==> src/sv/isrt_pkg.sv <==
// Shared types for the insertion sorter: input and result words, the
// per-cell control struct and the controller state encoding. No dependencies.
`default_nettype none

package isrt_pkg;

  localparam int unsigned DATA_W = 32;

  typedef struct packed {
    logic signed [DATA_W-1:0] value;
    logic                     last;
  } in_word_t;

  typedef struct packed {
    logic signed [DATA_W-1:0] sorted_value;
    logic                     final_res;
    logic                     overflow;
  } out_word_t;

  // Control broadcast to every cell of the row.
  typedef struct packed {
    logic ins;  // insert the broadcast value this cycle
    logic pop;  // shift the whole row one place toward cell 0
  } cell_ctl_t;

  typedef enum logic {
    ST_FILL,
    ST_DRAIN
  } isrt_state_t;

endpackage

`default_nettype wire

==> src/sv/isrt_cell.sv <==
// One cell of the insertion row: holds one element and its valid bit.
// Depends on isrt_pkg for the data width and the control struct.
`default_nettype none

module isrt_cell (
  input  wire logic                              clk,
  input  wire logic                              rst_n,
  input  wire isrt_pkg::cell_ctl_t               ctl,
  input  wire logic signed [isrt_pkg::DATA_W-1:0] bcast_value,
  input  wire logic signed [isrt_pkg::DATA_W-1:0] left_value,
  input  wire logic                              left_valid,
  input  wire logic                              left_greater,
  input  wire logic signed [isrt_pkg::DATA_W-1:0] right_value,
  input  wire logic                              right_valid,
  output logic signed [isrt_pkg::DATA_W-1:0]     value,
  output logic                                   valid,
  output logic                                   greater
);

  logic signed [isrt_pkg::DATA_W-1:0] value_r, value_nxt;
  logic                               valid_r, valid_nxt;

  // An empty cell counts as holding a value above everything.
  assign greater = !valid_r || (value_r > bcast_value);

  always_comb begin
    value_nxt = value_r;
    valid_nxt = valid_r;
    if (ctl.pop) begin
      value_nxt = right_value;
      valid_nxt = right_valid;
    end else if (ctl.ins) begin
      valid_nxt = valid_r | left_valid;
      if (greater) begin
        value_nxt = left_greater ? left_value : bcast_value;
      end
    end
  end

  always_ff @(posedge clk) begin
    value_r <= value_nxt;
  end

  always_ff @(posedge clk) begin
    if (!rst_n) begin
      valid_r <= 1'b0;
    end else begin
      valid_r <= valid_nxt;
    end
  end

  assign value = value_r;
  assign valid = valid_r;

endmodule

`default_nettype wire

==> config.mk <==
export PLATFORM = sky130hd
export DESIGN_NAME = isrt_cell
export DESIGN_NICKNAME = d
export VERILOG_FILES = /design/src/sv/isrt_pkg.sv /design/src/sv/isrt_cell.sv
export SDC_FILE = /design/constraint.sdc
export NUM_CORES = 1
export LEC_CHECK = 0
export ABC_AREA = 1
export BUFFER_PORTS_ARGS = -buffer_cell sky130_fd_sc_hd__buf_2
export CORE_ASPECT_RATIO = 0.6
export CORE_MARGIN = 3
export CORE_UTILIZATION = 50
export CTS_BUF_LIST = sky130_fd_sc_hd__clkbuf_8
export DETAILED_ROUTE_END_ITERATION = 6
export PLACE_DENSITY_LB_ADDON = 0.12
export SLEW_MARGIN = 20
export SYNTH_ARGS = -nofsm -noshare
export SYNTH_HDL_FRONTEND = slang
export SYNTH_SLANG_ARGS = --single-unit
==> constraint.sdc <==
create_clock -name clk -period 7.9 [get_ports clk]
set_input_delay 1.185 -clock clk [delete_from_list [all_inputs] [get_ports clk]]
set_output_delay 1.185 -clock clk [all_outputs]
set_load 0.05 [all_outputs]
Word level (Yosys, flattened, before mapping)
Index checks and enable logic that the tools add are counted.
{ "word_totals": {"out_inout_bits": 34, "wordCells": 15, "regBits": 33, "input_bits": 103} }
{ "classes": {"magnitude_cmp": 1, "mux": 6, "bitwise": 1, "reduce_logical": 5} }
{ "op_table": {"columns": ["operator", "n"], "rows": [
  ["$mux 32", 4],
  ["$gt 32x32->1", 1],
  ["$reduce_bool 2->1", 2],
  ["$mux 1", 2],
  ["$reduce_and 2->1", 1],
  ["$logic_not 1->1", 1],
  ["$logic_or 1x1->1", 1],
  ["$or 1x1->1", 1]
]} }

Longest topological paths before layout
Gate-level depths: netlist (run 1).
{ "logic_depth": {"ltp_word": 5, "mapped_depth": 19, "depth_no_buf": 19} }

Worst setup path after synthesis (run 1)
OpenSTA, ideal clock, no wires.
{ "synth_timing": {"path_kind": "input-to-reg", "start": "input bcast_value[21] (netlist name)", "end": "register value_r, in the netlist value[0] (enable)", "n_path_buf": 0, "setup_time_ps": 389, "setup_slack_ps": 4327, "arrival_ps": 3184, "cell_stages": 13, "required_time_ps": 7511, "cell_sequence": "inv_1 -> ha_1 -> a21oi_1 -> nor2_1 -> nor2_1 -> nand3_1 -> a21oi_4 -> nand3_1 -> nand2_1 -> nand2_1 -> nand2_2 -> nand2_1 -> nand2_1"} }
{ "synth_between": {"elab_chain_cells": 4} }
{ "synth_lines": {"columns": ["element", "line", "source"], "rows": [
  ["start: declaration", "isrt_cell.sv:9", "input wire logic signed [isrt_pkg::DATA_W-1:0] bcast_value,"],
  ["$gt 32x32->1", "isrt_cell.sv:24", "assign greater = !valid_r || (value_r > bcast_value);"],
  ["$logic_or 1x1->1", "isrt_cell.sv:24", null],
  ["named net greater", "isrt_cell.sv:17", "output logic greater"],
  ["$reduce_bool 2->1 (no line)", null, null],
  ["$reduce_and 2->1 (no line)", null, null],
  ["end signal: assignment", "isrt_cell.sv:41", "value_r <= value_nxt;"],
  ["end: declaration", "isrt_cell.sv:20", "logic signed [isrt_pkg::DATA_W-1:0] value_r, value_nxt;"]
]} }
The timed path passes the listed nets, and every way through them passes these cells.
A chain may end at the register's enable or synchronous reset.

Worst setup path after layout (run 1)
{ "layout_timing": {"start": "input bcast_value[23] (netlist name)", "end": "output greater"} }
{ "layout_between": {"elab_chain_cells": 2} }
{ "layout_lines": {"columns": ["element", "line"], "rows": [
  ["$gt 32x32->1", "isrt_cell.sv:24"],
  ["$logic_or 1x1->1", "isrt_cell.sv:24"],
  ["end: declaration", "isrt_cell.sv:17"]
]} }
Every way passes these cells.

==> results of run 1 <==
## sequential cells by signal, summed over array words and instances (netlist names)
register and cells:
value 32, valid 1
## through the flow
step           power (mW)  instances    util  setup slack, ns  cell area, µm²
2_1_floorplan      0.3763        299       -            4.327            2569
3_3_place_gp       0.4336        486  0.6900            4.001            3281
3_5_place_dp       0.4383        486  0.6900            3.957            3281
4_1_cts            0.5551        493  0.7061            3.965            3357
5_1_grt            0.5858        493  0.7061            3.769            3357
6_report           0.5525        493  0.7061            3.982            3357
## final cells by class
class / count / area [µm²] / area share
tap: 63 / 78.83 / 0.02348
clock inverter: 2 / 7.507 / 0.002236
inverter: 42 / 157.7 / 0.04696
timing repair buffer: 137 / 688.2 / 0.2050
multi-input combinational: 211 / 1375 / 0.4096
clock buffer: 5 / 68.82 / 0.02050
sequential: 33 / 980.9 / 0.2922
## worst reg2reg max path, stage by stage (launching register included)
cell	delay (ns)
edfxtp_1	0.39
ha_1	0.31
nand2_1	0.07
nor2_1	0.20
nand4_2	0.12
nor2_2	0.13
nand2_1	0.08
nand2_1	0.06
nand2_1	0.04
nand2_1	0.05
nand2_1	0.07
nand2_2	0.06
nand2_1	0.04
nand2_1	0.05
buf_4	0.39
## power by group
| group | leakage (nW) | internal, mW | switching, mW |
|---|---|---|---|
| combinational | 1.35 | 0.0711 | 0.138 |
| clock | 0.0428 | 0.0581 | 0.0603 |
| sequential | 0.328 | 0.215 | 0.00980 |
| total | 1.72 | 0.344 | 0.208 |
## cells in the mapped netlist (all sizes together)
master   n
dfxtp    1
nand2   74
nor2    15
nor3     1
nand4    3
inv     42
o21a    30
nand3    3
edfxtp  32
o211ai  29
buf      3
a21o     1
ha      32
a21oi   20
clkbuf  10
o21ai    3
## layout by cell type (no fill, tap or decap), types with 2 or more instances in the layout
cell type,count
o211ai_1,29
buf_2,136
nor2_1,13
inv_2,3
nor2_2,2
o21ai_0,3
nand3_1,3
clkbuf_8,5
a21oi_1,19
edfxtp_1,32
nand2_2,3
nand2_1,71
o21a_1,29
nand4_1,2
ha_1,32
inv_1,40
## final timing paths
check | from | end | slack, ns | cells past startpoint
worst max-delay path | bcast_value[23] | greater | 3.98 | 14
worst min-delay path | valid$_SDFFE_PN0P_ | valid$_SDFFE_PN0P_ | 0.54 | 2
worst max register to register | value[23]$_DFFE_PP_ | value[2]$_DFFE_PP_ | 5.45 | 14
worst min register to register | valid$_SDFFE_PN0P_ | valid$_SDFFE_PN0P_ | 0.54 | 2
## logic make-up (layout without fill, tap and decap cells)
group / after synthesis / count (layout)
compound gates: 83 / 83
fa+ha+maj: 32 / 32
buf+inv: 55 / 186
flops: 33 / 33
simple gates: 96 / 96
## routing by layer
layer	wire length, µm	vias to the layer above	GRT usage
met5	0	-	0
met2	2859	84	0.3516
li1	-	1294	-
met4	40	0	0.04669
met1	2968	1070	0.2725
met3	529	5	0.05882
==> metrics.txt, run 1 <==
Setup Buffers After CTS 0; root buf cell clkbuf_8; total wire length 6398 µm; remaining antenna violation count after routing 0; status complete, no violations; area delta synth->final 30.69%; crit path max fanout 2; Worst path max stage delay 0.28 ns; min Tclk post-route 3.918 ns; Congestion Overflow GR 0; synth top area cells edfxtp_1 37%, ha_1 16%, nand2_1 10%, o211ai_1 8.5%, o21a_1 8.5%; slew margin rel. 0.3276; Worst EP required 6.71 ns; Die H 61.52 µm; full die area 6062 µm²; Yosys reg bits 33; post-DR wirelength/cell 12.98 µm; Crit path max-delay family simple AND/OR/NAND/NOR gates; global-route wire length before repair 9949 µm; CTS tree done; vias in the first global route 2,249; site row count 19; pwr dens 164.6 nW/µm²; Critical Path AT 2.73 ns; worst path cell trace buf_2 -> inv_1 -> ha_1 -> nand2_1 -> nor2_1 -> nand4_2 -> nor2_2 -> nand2_1 -> nand2_1 -> nand2_1 -> nand2_1 -> nand2_1 -> nand2_2 -> buf_2; final setup TNS 0 ns; synthesized area 2569 µm²; period utilization 0.4959; final setup fails 0; routed vias/inst 4.976; CTS hold repair buffers 0; clk sink count 33; Antenna Cells 0; clock skew 0.005526 ns; syn_nets 434; Initial Utilization 0.5403; crit path capture type output pin; Crit Path Category primary input to output pin; post-DP HPWL 5020 µm; # IOs 137; post-synthesis adder-cell area fraction 0.1559; DRT iter0 DRCs 83; largest family of logic cells by synthesized area compound AO/OA/AOI/OAI gates; Core Area 4755 µm²; CTS buffer count 5; final hold vios 0; sequential area share after synthesis 0.3819; Tightest Pin Transition 1.009 ns; CP dominant cell by count nand2_1; Buf+Inv Stages, Crit Path 3; compound-cell area share of the yosys netlist 0.2250; Slew Limit Fails 0; DRT Pass-1 Iters 4; Yosys top cell by area edfxtp_1; synthesized-area fraction occupied by and/or/nand/nor cells 0.1544; DRC 0; largest net degree at the start of global routing 64; Max clock buf depth 2; leakage 1.718 nW; Worst-path clk slew 0.06 ns; post-CTS sizing 0; mean post-synth cell area 8.591 µm²; Hold Slack 0.5432 ns; CTS H-tree lvls 2; GRT Total Usage 0.2078; post-synthesis mux area share 0; unrepaired setup endpoints after global routing no; Worst-Skew Late Latency 0.28 ns; f_max 255.3 MHz; GPL Wtd Cong 0.7778; Netlist cell types 23; share of the synthesized area in the top cell type 0.3741; number of fill cells 418; Ys Warns 0; post-layout net count 565; initial antenna violation count 0; die width 98.54 µm; Max Cap Viol 0; vias 2,453; layout cells sized above 1 0.3581; Synth Instances 299; Worst Hold Class flop to flop; IO buf count 136; crit path launch type primary input; Post-Synth XOR/XNOR Area 0; worst ir drop on vdd 0.1101 mV; slowest CP cell ha_1
(Power assumes the default switching activity.)
==> run 2, diff against run 1 <==
Settings changed: ABC_AREA 1 to 0, CORE_UTILIZATION 50 to 47.
Clock period 7.9 ns to 3.7 ns, I/O delays scaled along.
==> metrics.txt, run 2 <==
Worst EP required 3.14 ns; GRT Total Usage 0.2065; site row count 20; post-DP HPWL 5422 µm; Tightest Pin Transition 0.9843 ns; layout cells sized above 1 0.3925; total design power 1.308 mW; Global Route met3 Usage 0.05199; syn_nets 399; synth cell count leaders 37 x nand2_1, 34 x inv_1, 34 x o21ai_0; most frequent cell after synthesis nand2_1; Ys Warns 0; Yosys reg bits 33; DRT Pass-1 Iters 4; setup slack at placement 0.5307 ns; Netlist cell types 31; root buf cell clkbuf_8; GR Util met2 0.3314; CTS hold repair buffers 0; crit path launch type flop; worst ir drop on vdd 0.2733 mV; post-layout net count 534; Yosys top cell by area edfxtp_1; fin cells 466; Setup Buffers After CTS 0; Initial Utilization 0.4947; dpl cells 458; commonest non-fill, non-tap cells in the layout 136 x buf_2, 37 x nand2_1, 35 x inv_1; reg-to-reg slack, setup 0.88 ns; CTS buffer count 5; Largest register FFs 32; Die H 63.06 µm; vias 2,348; Synth Instances 264; Worst Hold Class primary input to flop; global-route wire length before repair 10,490 µm; Critical Path AT 2.64 ns; Core Area 5155 µm²; area delta synth->final 33.91%; share of the synthesized area in the top cell type 0.3768; most common cell after layout, fill and taps aside buf_2; slew margin rel. 0.3438; post-DR wirelength/cell 14.49 µm; Max clock buf depth 2; Max Cap Viol 0; DRC 0; clock skew 0.007429 ns; Worst-Skew Late Latency 0.28 ns; CTS H-tree lvls 2; f_max 313.3 MHz; IO buf count 136; post-CTS sizing 0; initial antenna violation count 0; CTS tree done; Synth Flop Type edfxtp_1; leakage 1.830 nW; GPL Wtd Cong 0.7639; final hold vios 0; Worst-path clk slew 0.07 ns; sequential area share after synthesis 0.3847; Congestion Overflow GR 0; post-route setup slack 0.5080 ns; full die area 6374 µm²; Post-synth ARST share 0; vias in the first global route 2,233; Slew Limit Fails 0; routed vias/inst 5.039; final setup TNS 0 ns; crit path max fanout 4; final core occ 0.6624; synth top area cells edfxtp_1 38%, ha_1 16%, mux2i_1 13%, o21ai_0 6.7%, nand2_1 5.4%; mean post-synth cell area 9.659 µm²; total wire length 6751 µm; final setup fails 0; # IOs 137; clk sink count 33; period utilization 0.8627; unrepaired setup endpoints after global routing no; min Tclk post-route 3.192 ns; remaining antenna violation count after routing 0; status complete, no violations; pwr dens 383.0 nW/µm²; synthesized area 2550 µm²; met1 Track Usage GR 0.2879; largest net degree at the start of global routing 43; DRT iter0 DRCs 93; Most Used Layer, Global Route met2; number of synthesized flops with an enable pin 32; crit path capture type output pin; Crit Path Category flop to output pin; Antenna Cells 0; die width 101.1 µm
run 2: metal layers:
layer | vias up | routed length [µm]
li1 | 1219 | -
met1 | 1044 | 3170
met2 | 83 | 3006
met3 | 2 | 545
met4 | 0 | 28
met5 | - | 0
run 2: where the power goes:
part	leakage, nW	total, mW	internal, mW	switching (mW)
Sequential	0.343	0.493	0.467	0.0260
Combinational	1.43	0.488	0.161	0.328
Clock	0.0570	0.326	0.196	0.130
run 2: worst max-delay path, stage by stage (launching register included):
cell      delay (ns)
edfxtp_1        0.39
ha_1            0.35
nand4_2         0.15
or4_4           0.58
or2_1           0.26
nor4_4          0.32
o31ai_2         0.08
buf_2           0.23
run 2: layout make-up:
type	instances	area, µm²
multi-input cells	186	1414
clock inverters	3	37.54
repair buffers	139	703.2
inverters	34	127.6
fillers	428	1740
well taps	66	82.58
clock buffers	5	68.82
flip-flops and latches	33	980.9
run 2: kinds of logic (layout without fill, tap and decap cells):
kind of cell               count (synthesis)  after routing  share of synthesized area
and+or+nand+nor                           59             59                     0.1271
adders and majority gates                 32             32                     0.1570
AOI/OAI and AO/OA                         63             63                     0.1384
DFF                                       33             33                     0.3847
muxes                                     32             32                     0.1256
buffers and inverters                     45            181                    0.06722
run 2: path summary, 6_finish.rpt:
| path | start | to | depth (start not counted) |
|---|---|---|---|
| worst max-delay path | value[31]$_DFFE_PP_ | greater | 7 |
| worst min-delay path | rst_n | valid$_SDFFE_PN0P_ | 3 |
| worst max register to register | value[31]$_DFFE_PP_ | value[28]$_DFFE_PP_ | 8 |
| worst min register to register | valid$_SDFFE_PN0P_ | valid$_SDFFE_PN0P_ | 2 |
run 2: stage by stage:
step	hold slack (ns)	cell area [µm²]
after floorplan	0.6934	2566
after global placement	0.5985	3308
after detailed placement	0.5815	3308
after CTS	0.5119	3415
after global routing	0.5421	3415
final	0.5186	3415
==> run 3, diff against run 2 <==
Settings changed: CORE_MARGIN 3 to default.
==> metrics.txt, run 3 (synthesized netlist as in run 2, its figures left out) <==
flip-flop and latch area 980.9 µm²; DRT iter0 DRCs 80; status complete, no violations; Max clock buf depth 2; most common cell after layout, fill and taps aside buf_2; Crit Path Category flop to output pin; vias 2,327; Max Cap Viol 0; post-layout net count 534; die width 97.09 µm; CTS hold repair buffers 0; slowest CP cell or4_4; leakage 1.827 nW; slew margin rel. 0.3401; period utilization 0.8740; post-DR wirelength/cell 13.05 µm; DRC 0; remaining antenna violation count after routing 0; setup slack at placement 0.5067 ns; routed vias/inst 4.994; Hold Slack 0.5214 ns; full die area 5734 µm²; f_max 309.2 MHz; GPL Wtd Cong 0.7651; Worst-path clk slew 0.07 ns; unrepaired setup endpoints after global routing no; Tightest Pin Transition 0.9899 ns; r2r endpoint value[5]$_DFFE_PP_; post-route setup slack 0.4663 ns; hold wc startpoint rst_n; crit path capture type output pin; # IOs 137; Critical path origin value[31]$_DFFE_PP_; Largest register FFs 32; clk sink count 33; commonest non-fill, non-tap cells in the layout 136 x buf_2, 37 x nand2_1, 34 x inv_1, 34 x o21ai_0; GRT Total Usage 0.2148; total wire length 6079 µm; Initial Utilization 0.4971; crit path max fanout 4; root buf cell clkbuf_8; worst ir drop on vdd 0.2014 mV; site row count 20; Hold Path Depth 3; CTS tree done; clock skew 0.004213 ns; worst path cell trace ha_1 -> nand4_2 -> or4_4 -> or2_1 -> nor4_4 -> o31ai_2 -> buf_2; Die H 59.06 µm; final hold vios 0; Core Area 5130 µm²; number of fill cells 461; Worst path max stage delay 0.58 ns; reg-to-reg slack, setup 0.88 ns; final core occ 0.6646; global-route wire length before repair 9653 µm; Buf+Inv Stages, Crit Path 1; pwr dens 373.4 nW/µm²; CTS buffer count 5; layout cells sized above 1 0.3975; crit path launch type flop; Setup Buffers After CTS 0; post-DP HPWL 4946 µm; R2R Path Start value[31]$_DFFE_PP_; Critical Path AT 2.68 ns; final setup TNS 0 ns; IO buf count 136; Worst-Skew Late Latency 0.28 ns; Worst R2R Path Depth 8; area delta synth->final 33.71%; DRT Pass-1 Iters 4; vias in the first global route 2,058; Antenna Cells 0; min Tclk post-route 3.234 ns; area occupied by multi-input gates 1414 µm²; CTS H-tree lvls 2; Worst Hold Class primary input to flop; hold endpoint valid$_SDFFE_PN0P_; Crit path max-delay family simple AND/OR/NAND/NOR gates; initial antenna violation count 0; Worst EP required 3.14 ns; total design power 1.273 mW; final setup fails 0; largest net degree at the start of global routing 39; post-CTS sizing 0; Congestion Overflow GR 0; Slew Limit Fails 0
==> run 3: metrics by stage <==
step	instances	area, µm²
final	466	3410
after detailed placement	458	3308
after CTS	466	3410
after global placement	458	3308
after floorplan	264	2566
after global routing	466	3410
==> run 3: final cells by class <==
cell class / count / area share
repair buffers: 139 / 0.2062
well taps: 66 / 0.02422
clock inverters: 1 / 0.001468
clock buffers: 7 / 0.02826
inverters: 34 / 0.03743
flip-flops and latches: 33 / 0.2877
multi-input cells: 186 / 0.4147
==> run 3: how the worst max path moves through the flow <==
stage	cells after the start	slack [ns]	end
floorplan	7	0.07	value[0]$_DFFE_PP_
global placement	9	0.59	greater
detailed placement	9	0.51	greater
CTS	7	0.46	greater
global route	7	0.35	greater
finish	7	0.47	greater
==> run 3: worst reg2reg max path: cells and delay by family, from the launching register on <==
kind,cells,cell delay (ns)
DFF,1,0.41
AOI/OAI and AO/OA,2,0.48
buffers and inverters,1,0.34
adders and majority gates,1,0.35
and+or+nand+nor,4,0.90
==> run 3: routing by layer <==
layer  GRT usage  share of wire  vias to the layer above
met3     0.06486          0.075                        2
met5           0              0                        -
met4     0.03198         0.0043                        0
li1            -              -                     1218
met2      0.3340           0.42                       82
met1      0.3043           0.50                     1025
==> run 3: power breakdown <==
group	total [mW]	switching, mW	internal, mW
clock	0.298	0.130	0.168
sequential	0.493	0.0255	0.467
combinational	0.483	0.322	0.160
